==> src/hdl/elevator_order_dispatch_core_macros.svh <==
// Assertion macros shared by the elevator order dispatch RTL.
// Depends on nothing; included by files that carry concurrent assertions.
`ifndef ELEVATOR_ORDER_DISPATCH_CORE_MACROS_SVH
`define ELEVATOR_ORDER_DISPATCH_CORE_MACROS_SVH

// Same-cycle implication, disabled while reset is high.
`define EOD_ASSERT_NOW(label, clk, rst, ante, cons) \
   label: assert property (@(posedge clk) disable iff (rst) (ante) |-> (cons)) \
      else $error("same-cycle implication failed");

// Next-cycle implication, disabled while reset is high.
`define EOD_ASSERT_NEXT(label, clk, rst, ante, cons) \
   label: assert property (@(posedge clk) disable iff (rst) (ante) |=> (cons)) \
      else $error("next-cycle implication failed");

`endif

==> src/hdl/eod_pkg.sv <==
// Shared types and constants for the elevator order dispatch core.
// Depends on nothing; every RTL file of the block refers to it by scoped names.
package eod_pkg;

   localparam int FLOORS = 4;
   localparam int IDX_W  = (FLOORS > 1) ? $clog2(FLOORS) : 1;

   // Operation codes.
   localparam logic [1:0] OP_QUERY  = 2'd0;
   localparam logic [1:0] OP_SET    = 2'd1;
   localparam logic [1:0] OP_REMOVE = 2'd2;
   localparam logic [1:0] OP_CLEAR  = 2'd3;

   // Button codes, which are also the bit positions in a floor's order bits.
   localparam logic [1:0] BTN_DOWN = 2'd0;
   localparam logic [1:0] BTN_UP   = 2'd1;
   localparam logic [1:0] BTN_CAB  = 2'd2;

   // Direction codes.
   localparam logic [1:0] DIR_STOP = 2'd0;
   localparam logic [1:0] DIR_UP   = 2'd1;
   localparam logic [1:0] DIR_DOWN = 2'd2;

   typedef logic [FLOORS-1:0][2:0] order_table_type;

   typedef struct packed {
      logic [1:0] op;
      logic [1:0] floor;
      logic [1:0] button;
      logic       order_value;
      logic [1:0] direction;
   } req_type;

   typedef struct packed {
      logic       any_orders;
      logic       stop_here;
      logic       target_valid;
      logic [1:0] target_floor;
      logic [1:0] move_direction;
   } rsp_type;

   // Control between the request register and the order table.
   typedef struct packed {
      logic    valid;
      req_type req;
   } table_ctrl_type;

endpackage

==> src/hdl/eod_table.sv <==
// Order table: per-floor hall-down, hall-up and cabin bits and their update.
// Depends on eod_pkg. Presents the updated table combinationally to the decision logic.
module eod_table (
   input  logic                      clock,
   input  logic                      reset,
   input  eod_pkg::table_ctrl_type   ctrl,
   output eod_pkg::order_table_type  table_next
);

   eod_pkg::order_table_type order_bits_ff;
   eod_pkg::order_table_type order_bits_in;

   always_comb begin
      logic in_table;
      logic bad_call;
      in_table = (32'(ctrl.req.floor) < eod_pkg::FLOORS);
      bad_call = ((ctrl.req.button == eod_pkg::BTN_DOWN) && (ctrl.req.floor == 2'd0)) ||
                 ((ctrl.req.button == eod_pkg::BTN_UP) &&
                  (32'(ctrl.req.floor) == eod_pkg::FLOORS - 1));
      order_bits_in = order_bits_ff;
      if (ctrl.valid) begin
         case (ctrl.req.op)
            eod_pkg::OP_SET: begin
               for (int f = 0; f < eod_pkg::FLOORS; f++) begin
                  if (in_table && (32'(ctrl.req.floor) == f) && !bad_call) begin
                     for (int b = 0; b < 3; b++) begin
                        if (32'(ctrl.req.button) == b) begin
                           order_bits_in[f][b] = ctrl.req.order_value;
                        end
                     end
                  end
               end
            end
            eod_pkg::OP_REMOVE: begin
               for (int f = 0; f < eod_pkg::FLOORS; f++) begin
                  if (in_table && (32'(ctrl.req.floor) == f)) begin
                     order_bits_in[f][eod_pkg::BTN_CAB] = 1'b0;
                     if (ctrl.req.direction == eod_pkg::DIR_UP) begin
                        order_bits_in[f][eod_pkg::BTN_UP] = 1'b0;
                     end
                     if (ctrl.req.direction == eod_pkg::DIR_DOWN) begin
                        order_bits_in[f][eod_pkg::BTN_DOWN] = 1'b0;
                     end
                  end
               end
            end
            eod_pkg::OP_CLEAR: begin
               order_bits_in = '0;
            end
            default: begin
               order_bits_in = order_bits_ff;
            end
         endcase
      end
   end

   always_ff @(posedge clock) begin
      if (reset) begin
         order_bits_ff <= '0;
      end else begin
         order_bits_ff <= order_bits_in;
      end
   end

   assign table_next = order_bits_in;

endmodule

==> src/hdl/eod_decide.sv <==
// Stop decision and three-stage target scan over the updated order table.
// Depends on eod_pkg. Purely combinational; the top level registers its result.
module eod_decide (
   input  eod_pkg::req_type          req,
   input  eod_pkg::order_table_type  order_bits,
   output eod_pkg::rsp_type          rsp
);

   typedef struct packed {
      logic                      found;
      logic [eod_pkg::IDX_W-1:0] idx;
   } hit_type;

   // Lowest floor at or above start with its bit set.
   function automatic hit_type scan_up(logic [eod_pkg::FLOORS-1:0] v,
                                       logic [eod_pkg::IDX_W-1:0] start);
      hit_type h;
      h = '0;
      for (int f = eod_pkg::FLOORS - 1; f >= 0; f--) begin
         if (v[f] && (f >= int'(start))) begin
            h.found = 1'b1;
            h.idx   = eod_pkg::IDX_W'(f);
         end
      end
      return h;
   endfunction

   // Highest floor at or below start with its bit set.
   function automatic hit_type scan_down(logic [eod_pkg::FLOORS-1:0] v,
                                         logic [eod_pkg::IDX_W-1:0] start);
      hit_type h;
      h = '0;
      for (int f = 0; f < eod_pkg::FLOORS; f++) begin
         if (v[f] && (f <= int'(start))) begin
            h.found = 1'b1;
            h.idx   = eod_pkg::IDX_W'(f);
         end
      end
      return h;
   endfunction

   localparam logic [eod_pkg::IDX_W-1:0] TOP = eod_pkg::IDX_W'(eod_pkg::FLOORS - 1);

   logic [eod_pkg::FLOORS-1:0] up_cab;
   logic [eod_pkg::FLOORS-1:0] down_cab;
   logic                       in_table;
   logic [eod_pkg::IDX_W-1:0]  cur;
   logic [2:0]                 here;
   hit_type                    target;
   hit_type                    low_down;
   hit_type                    high_up;

   always_comb begin
      for (int f = 0; f < eod_pkg::FLOORS; f++) begin
         up_cab[f]   = order_bits[f][eod_pkg::BTN_UP] | order_bits[f][eod_pkg::BTN_CAB];
         down_cab[f] = order_bits[f][eod_pkg::BTN_DOWN] | order_bits[f][eod_pkg::BTN_CAB];
      end
   end

   assign in_table = (32'(req.floor) < eod_pkg::FLOORS);
   assign cur      = in_table ? eod_pkg::IDX_W'(req.floor) : TOP;
   assign here     = order_bits[cur];
   assign low_down = scan_up(down_cab, '0);
   assign high_up  = scan_down(up_cab, TOP);

   always_comb begin
      hit_type t1;
      hit_type t2;
      hit_type t3;
      t1 = '0;
      t2 = '0;
      t3 = '0;
      case (req.direction)
         eod_pkg::DIR_UP: begin
            t1 = scan_up(up_cab, cur);
            t2 = scan_down(down_cab, TOP);
            t3 = scan_down(up_cab, cur);
         end
         eod_pkg::DIR_DOWN: begin
            t1 = scan_down(down_cab, cur);
            t2 = scan_up(up_cab, '0);
            t3 = scan_up(down_cab, cur);
         end
         default: begin
            t1 = '0;
         end
      endcase
      if (t1.found) begin
         target = t1;
      end else if (t2.found) begin
         target = t2;
      end else begin
         target = t3;
      end
   end

   always_comb begin
      rsp.any_orders = |order_bits;
      rsp.stop_here  = 1'b0;
      if (in_table) begin
         case (req.direction)
            eod_pkg::DIR_UP: begin
               rsp.stop_here = here[eod_pkg::BTN_UP] | here[eod_pkg::BTN_CAB] |
                               (low_down.found && (low_down.idx == cur));
            end
            eod_pkg::DIR_DOWN: begin
               rsp.stop_here = here[eod_pkg::BTN_DOWN] | here[eod_pkg::BTN_CAB] |
                               (high_up.found && (high_up.idx == cur));
            end
            default: begin
               rsp.stop_here = |here;
            end
         endcase
      end
      rsp.target_valid   = target.found;
      rsp.target_floor   = target.found ? 2'(target.idx) : 2'd0;
      rsp.move_direction = eod_pkg::DIR_STOP;
      if (target.found) begin
         if (int'(target.idx) > int'(req.floor)) begin
            rsp.move_direction = eod_pkg::DIR_UP;
         end else if (int'(target.idx) < int'(req.floor)) begin
            rsp.move_direction = eod_pkg::DIR_DOWN;
         end
      end
   end

endmodule

==> src/hdl/elevator_order_dispatch_core.sv <==
// Elevator order dispatch core: a taken request is registered in the request register, and its
// response is registered in the response register, which drives rsp_valid.
// One request per cycle is taken; busy never rises, since the table update and the scan are both
// combinational between the request register and the response register.
// Synchronous active-high reset clears the order table and both valid flags.
// The receiver cannot stall: each response is shown for exactly one cycle.
module elevator_order_dispatch_core (
   input  logic              clock,
   input  logic              reset,
   input  logic              start,
   output logic              busy,
   input  eod_pkg::req_type  req_payload,
   output logic              rsp_valid,
   output eod_pkg::rsp_type  rsp_payload
);

`include "elevator_order_dispatch_core_macros.svh"

   // The request register holds one request while the table and scan logic work on it.
   logic                     req_valid_ff;
   logic                     req_valid_in;
   eod_pkg::req_type         req_ff;
   eod_pkg::req_type         req_in;

   // The response register holds the result for its single strobe cycle.
   logic                     rsp_valid_ff;
   logic                     rsp_valid_in;
   eod_pkg::rsp_type         rsp_ff;
   eod_pkg::rsp_type         rsp_in;

   eod_pkg::table_ctrl_type  table_ctrl;
   eod_pkg::order_table_type table_next;

   // Qualified views of the response that the checks below look at.
   logic                     rsp_empty;
   logic                     rsp_quiet;
   logic                     rsp_untargeted;
   logic                     rsp_parked;

   // The table update and scan never hold a request up, so the core can always take another.
   assign busy = 1'b0;

   assign req_valid_in = start && !busy;
   assign req_in       = req_payload;

   assign table_ctrl.valid = req_valid_ff;
   assign table_ctrl.req   = req_ff;

   // The table applies the operation and hands the updated bits on, so the response
   // reflects the state after the update, and the following request sees it too.
   eod_table u_table (
      .clock      (clock),
      .reset      (reset),
      .ctrl       (table_ctrl),
      .table_next (table_next)
   );

   eod_decide u_decide (
      .req        (req_ff),
      .order_bits (table_next),
      .rsp        (rsp_in)
   );

   assign rsp_valid_in = req_valid_ff;

   always_ff @(posedge clock) begin
      if (reset) begin
         req_valid_ff <= 1'b0;
         rsp_valid_ff <= 1'b0;
      end else begin
         req_valid_ff <= req_valid_in;
         rsp_valid_ff <= rsp_valid_in;
      end
   end

   // Payload registers need no reset; the valid flags qualify them.
   always_ff @(posedge clock) begin
      if (req_valid_in) begin
         req_ff <= req_in;
      end
      if (rsp_valid_in) begin
         rsp_ff <= rsp_in;
      end
   end

   assign rsp_valid   = rsp_valid_ff;
   assign rsp_payload = rsp_ff;

   assign rsp_empty      = rsp_valid && !rsp_payload.any_orders;
   assign rsp_quiet      = !rsp_payload.target_valid && !rsp_payload.stop_here;
   assign rsp_untargeted = rsp_valid && !rsp_payload.target_valid;
   assign rsp_parked     = (rsp_payload.move_direction == eod_pkg::DIR_STOP) &&
                           (rsp_payload.target_floor == 2'd0);

   // Each registered request yields a response strobe on the next cycle.
   `EOD_ASSERT_NEXT(a_req_to_rsp, clock, reset, req_valid_ff, rsp_valid)

   // An empty table can neither produce a stop nor a target.
   `EOD_ASSERT_NOW(a_empty_no_target, clock, reset, rsp_empty, rsp_quiet)

   // Without a target the car is told to stay where it is.
   `EOD_ASSERT_NOW(a_no_target_no_move, clock, reset, rsp_untargeted, rsp_parked)

endmodule
==> config.mk <==
export PLATFORM = sky130hd
export DESIGN_NAME = elevator_order_dispatch_core
export DESIGN_NICKNAME = d
export VERILOG_FILES = /design/src/hdl/eod_pkg.sv /design/src/hdl/eod_table.sv /design/src/hdl/eod_decide.sv /design/src/hdl/elevator_order_dispatch_core.sv
export VERILOG_INCLUDE_DIRS = /design/src /design/src/hdl
export SDC_FILE = /design/constraint.sdc
export NUM_CORES = 1
export LEC_CHECK = 0
export ABC_AREA = 1
export BUFFER_PORTS_ARGS = -buffer_cell sky130_fd_sc_hd__buf_2
export CAP_MARGIN = 15
export CORE_UTILIZATION = 40
export DETAILED_ROUTE_END_ITERATION = 10
export SLEW_MARGIN = 20
export SYNTH_ARGS = -nofsm -noshare
export SYNTH_HDL_FRONTEND = slang
export SYNTH_SLANG_ARGS = --single-unit
==> constraint.sdc <==
create_clock -name clock -period 3.2 [get_ports clock]
set_input_delay 0 -clock clock [delete_from_list [all_inputs] [get_ports clock]]
set_output_delay 0 -clock clock [all_outputs]
set_load 0.1 [all_outputs]
==> results of run 1 <==
-- tightest hold or removal path: cells and delay by family --
| kind | cells | cell delay, ns |
|---|---|---|
| buf+inv | 2 | 0.25 |
| simple gates | 1 | 0.03 |
-- sequential cells by signal, indices dropped and copies added, names as in the netlist --
| signal | cells |
|---|---|
| rsp_payload | 7 |
| rsp_valid | 1 |
| req_ff | 9 |
| req_valid_ff | 1 |
| u_table.order_bits_ff | 12 |
-- per-layer routing --
layer  GRT usage, %  up-vias  share of wire [%]
met1           29.2      966                 48
met4           10.2        0                1.8
met5              0        -                  0
li1               -     1151                  -
met2           32.4       73                 45
met3           4.59       10                5.3
-- per-stage QoR --
stage / TNS [ns] / cell area, um^2 / util, %
finish: 0 / 2740 / 49.5
global route: -0.0138 / 2740 / 49.5
CTS: 0 / 2680 / 48.3
detailed placement: 0 / 2500 / 45.2
global placement: 0 / 2500 / 45.2
floorplan: 0 / 2300 / -
-- repair_timing --
| action | in CTS | in global routing |
|---|---|---|
| gates resized for setup | 0 | 7 |
| buffers inserted | 0 | 5 |
| hold endpoints to repair | 9 | 0 |
| setup endpoints to repair | 0 | 2 |
| hold buffers | 9 | 0 |
-- cell type report --
| cell class | instances | area, um^2 |
|---|---|---|
| clock buffer | 5 | 68.8 |
| clock inverter | 3 | 16.3 |
| fill | 563 | 2800 |
| inverter | 40 | 156 |
| multi-input combinational | 250 | 1360 |
| sequential | 30 | 761 |
| tap | 72 | 90.1 |
| timing repair buffer | 42 | 290 |
-- kinds of logic (layout without fill, tap and decap cells) --
group / after synthesis / in the layout / synth area share [%]
AND/OR/NAND/NOR: 203 / 203 / 44.0
other: 1 / 1 / 0.163
adder cells (fa/ha/maj): 4 / 4 / 2.18
AO/OA/AOI/OAI: 42 / 42 / 11.6
flip-flops: 30 / 30 / 33.1
buffers and inverters: 48 / 90 / 8.98
-- worst min-delay path by stage --
stage	from	end	slack (ns)
2_1_floorplan	reset	u_table.order_bits_ff[1]	0.07
3_3_place_gp	req_payload[2]	req_ff[2]	0.18
3_5_place_dp	req_payload[6]	req_ff[6]	0.18
4_1_cts	start	req_valid_ff	0.03
5_1_grt	start	req_valid_ff	0.03
6_report	start	req_valid_ff	0.04
-- where the power goes --
| group | total (mW) | internal (mW) | switching (mW) |
|---|---|---|---|
| logic | 0.336 | 0.104 | 0.232 |
| clock network | 0.310 | 0.149 | 0.161 |
| registers | 0.441 | 0.429 | 0.0117 |
-- placed cells by master, fill, tap and decap left out, drive strengths merged --
master | netlist | routed
a21o | 1 | 1
a21oi | 16 | 16
buf | 6 | 33
clkbuf | 2 | 5
clkinv | 1 | 3
clkinvlp | 0 | 1
conb | 1 | 1
dfxtp | 14 | 14
dlygate4sd3 | 0 | 9
edfxtp | 16 | 16
ha | 4 | 4
inv | 39 | 39
nand2 | 123 | 123
nand3 | 39 | 39
nand3b | 1 | 1
nand4 | 4 | 4
nor2 | 34 | 34
nor3 | 1 | 1
nor4 | 1 | 1
o2111ai | 1 | 1
o211ai | 5 | 5
o21ai | 12 | 12
o21bai | 6 | 6
o22ai | 1 | 1
==> results.toml, run 1 <==
[critical_path]
timing.critical_path.fanout_max = 6
critical_path_source_type = "flop"
crit_path_cells = "buf_4 > nor2_4 > nand3_1 > o21bai_1 > nand2_4 > nand3_2 > inv_1 > nand2_1 > nor2_4 > o21ai_4 > nand3_1 > nand3_1 > nand2_1 > ha_1 > inv_1 > o21bai_2 > nand2_1 > nor2_2"
critPathKind = "flop to flop"
required_ns = 3.35
terminus_of_the_critical_flop_to_flop_path = "rsp_payload[0]"
crit-reg2reg-launch = "req_ff[5]"
worst_r2r_path_depth = 18
timing.critical_path.arrival_ns = 3.08
timing.critical_path.buf_inv = 3
crit_end = "rsp_payload[0]"
critical_path.endpoint_type = "flop"
top_cell_family_by_delay_on_the_critical_path = "simple AND/OR/NAND/NOR gates"
critical_path.startpoint = "req_ff[5]"
timing.critical_path.slowest_stage_cell = "edfxtp_1"
crit_cells = 18
critical_path.max_stage_delay_ns = 0.50
setup.reg_to_reg.worst_slack_ns = 0.27

[layout]
final_cells = 442
syn2layout_area_growth_pct = 19.3
post_route_cells_drive_above_1_share_pct = 26.2
antenna_cells = 0
nNetsFinal = 385

[yosys]
postSynth.topFlopCell = "edfxtp_1"
ys_top_cells_by_count = "nand2_1, nand3_1, inv_1"
yosysUniqueCellTypes = 37
synth.avg_cell_area_um2 = 7.01
synth-seq-cells = 30
post_synth_design_cell_area_um2 = 2300
postSynthCellCount = 328
synth_edf_count = 16
ffs_w_async_s_r_synth_pct = 0
most_instantiated_library_cell_after_synthesis = "nand2_1"
yosysTopAreaCell = "edfxtp_1"
synth_top_area_share_pct = 20.9
yosys_warnings = 0
synthesis.nets = 344
yosysSeqAreaShare_pct = 33.1
synth_area_leaders = "edfxtp_1, nand2_1, dfxtp_1, nand3_1, inv_1"

[worst_hold_path]
min-delay-path-class = "primary input to flop"
whs_path_depth = 3

[clock_network]
h-tree-depth = 2
cts_sinks = 30
insertion_delay_ns = 0.29
tritoncts.num_buffers = 5
ctsLongestPathBuffers = 2
clkSlewWorstSetupHoldPaths_ns = 0.07
cts.root.buffer_cell = "clkbuf_8"
clock_tree_from_tritoncts = "built"

[routing]
final_wirelength_um = 5930
post-route-drc-count = 0
detailroute.via_count = 2200
drt_pass1_iterations = 6
detail_route.vias_per_cell = 4.98
number_of_violations_reported_at_the_end_of_detailed_routing_iteration_0 = 160
wl_per_cell_um = 13.4
drt.antenna.violating_nets = 0

[sta]
finalHoldViolations = 0
postLayoutSetupSlackWorst_ns = 0.274
timing.final.crit_period_ns = 2.93
finalHoldWorstSlack_ns = 0.0355
finalClockSkew_ns = 0.00954
fmaxAchievable_ghz = 0.342
finalCritPeriodShare_pct = 91.4
final-setup-viol-count = 0
timing_max_transition_violations_final = 0

[pwr]
design_power_total_mw = 1.09
ir_drop_mv = 0.224
power-per-cell-area_nw_per_um2 = 396
p_leak_nw = 1.37

[place]
port_buffers = 19
placed_cells_incl_taps = 420
dp_hpwl_um = 4380
dpl_worst_slack_ns = 0.0473
place_congestion = 0.956

[floorplan]
initial_core_util_pct = 41.5
die_w_um = 77.8
floorplan.io_pins = 21
floorplan.die.height_um = 77.8
die-area_um2 = 6060
design.core.area_um2 = 5540
floorplan.rows = 27

[global_route]
grt_remaining_overflow = 0
initial_antenna_violation_count = 0
global_route_wire_length_before_repair_um = 10000
grt_max_degree = 15
global_route_total_usage_across_every_layer_pct = 21.5
grt_pass1_vias = 2137

[job]
maxCapViolations = 0

[status]
outcome = "finished clean"
Power figures use the tool's default switching activity.
==> run 2: changes to the inputs <==
--- a/config.mk
+++ b/config.mk
@@ -9,9 +9,10 @@
 export ABC_AREA = 1
 export BUFFER_PORTS_ARGS = -buffer_cell sky130_fd_sc_hd__buf_2
 export CAP_MARGIN = 15
-export CORE_UTILIZATION = 40
+export CORE_UTILIZATION = 43
 export DETAILED_ROUTE_END_ITERATION = 10
 export SLEW_MARGIN = 20
 export SYNTH_ARGS = -nofsm -noshare
 export SYNTH_HDL_FRONTEND = slang
+export SYNTH_HIERARCHICAL = 1
 export SYNTH_SLANG_ARGS = --single-unit
==> results.toml, run 2 <==
[layout]
nNetsFinal = 411
antenna_cells = 0
layout_commonest_cell = "nand2_1"
fill_cells = 533
layout.cells.most_common_list = "nand2_1, inv_1, nand3_1, nor2_1, buf_2"
post_route_cells_drive_above_1_share_pct = 21.2
regMostFlops = "u_table/order_bits_ff"
syn2layout_area_growth_pct = 20.8
largest_register_ff_count = 12

[critical_path]
crit_cells = 19
terminus_of_the_critical_flop_to_flop_path = "rsp_payload[0]"
critical_path.startpoint = "req_ff[8]"
timing.critical_path.slowest_stage_cell = "edfxtp_1"
crit_top_cell = "nand2_1"
crit_end = "rsp_payload[0]"
timing.critical_path.arrival_ns = 3.14
critical_path_source_type = "flop"
top_cell_family_by_delay_on_the_critical_path = "simple AND/OR/NAND/NOR gates"
crit-reg2reg-launch = "req_ff[8]"
timing.critical_path.fanout_max = 10
setup.reg_to_reg.worst_slack_ns = 0.22
required_ns = 3.35
crit_path_cells = "o21ai_2 > buf_6 > nor3_2 > or2_1 > nand2_1 > inv_2 > nor2_1 > nand2_1 > nor2_1 > o22ai_2 > nand2_1 > nand2_1 > nand3_2 > nand2_1 > ha_1 > inv_1 > o21bai_1 > nand2_1 > nor2_2"
critical_path.endpoint_type = "flop"
critical_path.max_stage_delay_ns = 0.46
timing.critical_path.buf_inv = 3
critPathKind = "flop to flop"
worst_r2r_path_depth = 19

[pwr]
switching_share_pct = 37.0
power.switching_mw = 0.406
combPwrFrac_pct = 32.8
power_frac_seq_pct = 40.8
power-per-cell-area_nw_per_um2 = 401
ir_drop_mv = 0.275
p_int_mw = 0.692
p_leak_nw = 1.34
power.clock.fraction_pct = 26.4

[yosys]
yosys_warnings = 6
postSynth.topFlopCell = "edfxtp_1"
synthesis.nets = 368
most_instantiated_library_cell_after_synthesis = "nand2_1"
ffs_w_async_s_r_synth_pct = 0
ys_top_cells_by_count = "nand2_1, inv_1, nor2_1"
synth_top_area_share_pct = 21.7
post_synth_design_cell_area_um2 = 2270
synth_edf_count = 16
yosysSeqAreaShare_pct = 33.5
synth_area_leaders = "nand2_1, edfxtp_1, dfxtp_1, inv_1, nand3_1"
yosysTopAreaCell = "nand2_1"
postSynthCellCount = 352
yosysUniqueCellTypes = 37
synth-seq-cells = 30
synth.avg_cell_area_um2 = 6.44

[place]
dp_hpwl_um = 4300
place_congestion = 1.00
port_buffers = 19
dpl_worst_slack_ns = 0.172

[floorplan]
die_w_um = 74.6
die-area_um2 = 5570
floorplan.die.height_um = 74.6
initial_core_util_pct = 44.4
floorplan.rows = 26
design.core.area_um2 = 5110
floorplan.io_pins = 21

[global_route]
grt_max_degree = 15
initial_antenna_violation_count = 0
global_route_wire_length_before_repair_um = 9070
grt_remaining_overflow = 0
grt_pass1_vias = 1923
global_route_total_usage_across_every_layer_pct = 22.0

[clock_network]
clock_tree_from_tritoncts = "built"
cts_sinks = 30
clkSlewWorstSetupHoldPaths_ns = 0.07
ctsLongestPathBuffers = 2
tritoncts.num_buffers = 5
h-tree-depth = 2
cts.root.buffer_cell = "clkbuf_8"
insertion_delay_ns = 0.28

[worst_hold_path]
min-delay-start = "start"
min-delay-path-class = "primary input to flop"

[status]
outcome = "finished clean"

[sta]
timing_max_transition_violations_final = 0
finalClockSkew_ns = 0.00657
final-setup-viol-count = 0
finalCritPeriodShare_pct = 93.3
tns_ns = 0
finalHoldViolations = 0
fmaxAchievable_ghz = 0.335
timing.final.crit_period_ns = 2.98
postLayoutSetupSlackWorst_ns = 0.215

[routing]
drt_pass1_iterations = 5
wl_per_cell_um = 12.5
post-route-drc-count = 0
drt.antenna.violating_nets = 0
detailroute.via_count = 2354
number_of_violations_reported_at_the_end_of_detailed_routing_iteration_0 = 155
detail_route.vias_per_cell = 5.05
final_wirelength_um = 5800

[job]
maxCapViolations = 0
-- run 2: changes by cell type in the layout (fill, tap and decap cells not counted), sizes merged, moves of 3 or more --
cell	before	now
nor2	34	37
nand2	123	134
nand3	39	29
o21bai	6	3
inv	39	54
nor3	1	4
a21oi	16	19
-- run 2: final cells by class --
cell class	count	area (um^2)	share of cell area (%)
Clock buffer	6	72.6	2.65
Multi-Input combinational cell	262	1320	48.0
Clock inverter	2	8.76	0.320
Timing Repair Buffer	41	287	10.5
Tap cell	70	87.6	3.20
Inverter	55	209	7.63
Sequential cell	30	761	27.8
-- run 2: routing by layer --
| metal | part of all wire, % | global-route usage [%] | up-vias |
|---|---|---|---|
| met5 | 0 | 0 | - |
| met4 | 1.2 | 7.34 | 0 |
| li1 | - | - | 1207 |
| met3 | 5.4 | 3.61 | 8 |
| met2 | 46 | 34.9 | 83 |
| met1 | 47 | 30.4 | 1056 |
-- run 2: worst min-delay path by stage --
stage,end,slack [ns],cells after the start
after floorplan,req_valid_ff,0.07,1
after global placement,req_ff[8],0.18,1
after detailed placement,req_ff[8],0.18,1
after CTS,req_valid_ff,0.05,3
after global routing,req_valid_ff,0.06,3
final,req_valid_ff,0.04,3
-- run 2: repair_timing --
item,4_1_cts,5_1_grt
buffers inserted,0,8
endpoints found under the setup margin,0,2
gates resized for setup,0,20
hold endpoints to repair,9,0
hold buffers,9,0
-- run 2: logic make-up after synthesis --
group | Yosys count | share of synthesized area [%]
AO/OA/AOI/OAI | 46 | 12.3
adder cells (fa/ha/maj) | 4 | 2.21
buffers and inverters | 60 | 10.9
flip-flops | 30 | 33.5
other | 1 | 0.165
AND/OR/NAND/NOR | 211 | 40.9
-- run 2: power by group through the flow --
| stage | sequential, mW | combinational, mW | clock, mW |
|---|---|---|---|
| floorplan | 0.511 | 0.201 | 0 |
| global placement | 0.455 | 0.329 | 0 |
| detailed placement | 0.456 | 0.326 | 0 |
| CTS | 0.447 | 0.335 | 0.297 |
| global route | 0.451 | 0.395 | 0.311 |
| finish | 0.448 | 0.360 | 0.290 |
-- run 2: per-stage QoR --
step                cells  area (um^2)  total power, mW  utilization, %  hold slack (ns)
finish                466         2740             1.10            53.7           0.0409
global route          466         2740             1.16            53.7           0.0586
CTS                   458         2620             1.08            51.3           0.0470
detailed placement    441         2450            0.782            48.0            0.178
global placement      441         2450            0.785            48.0            0.177
floorplan             352         2270            0.713               -           0.0712
-- run 2: worst reg2reg max path, cell delays in order, from the launching register on --
cell and delay [ns]:
edfxtp_1 0.46, o21ai_2 0.27, buf_6 0.18, nor3_2 0.04, or2_1 0.20, nand2_1 0.09
inv_2 0.06, nor2_1 0.19, nand2_1 0.10, nor2_1 0.14, o22ai_2 0.11, nand2_1 0.12
nand2_1 0.07, nand3_2 0.07, nand2_1 0.05, ha_1 0.28, inv_1 0.04, o21bai_1 0.19
nand2_1 0.09, nor2_2 0.10
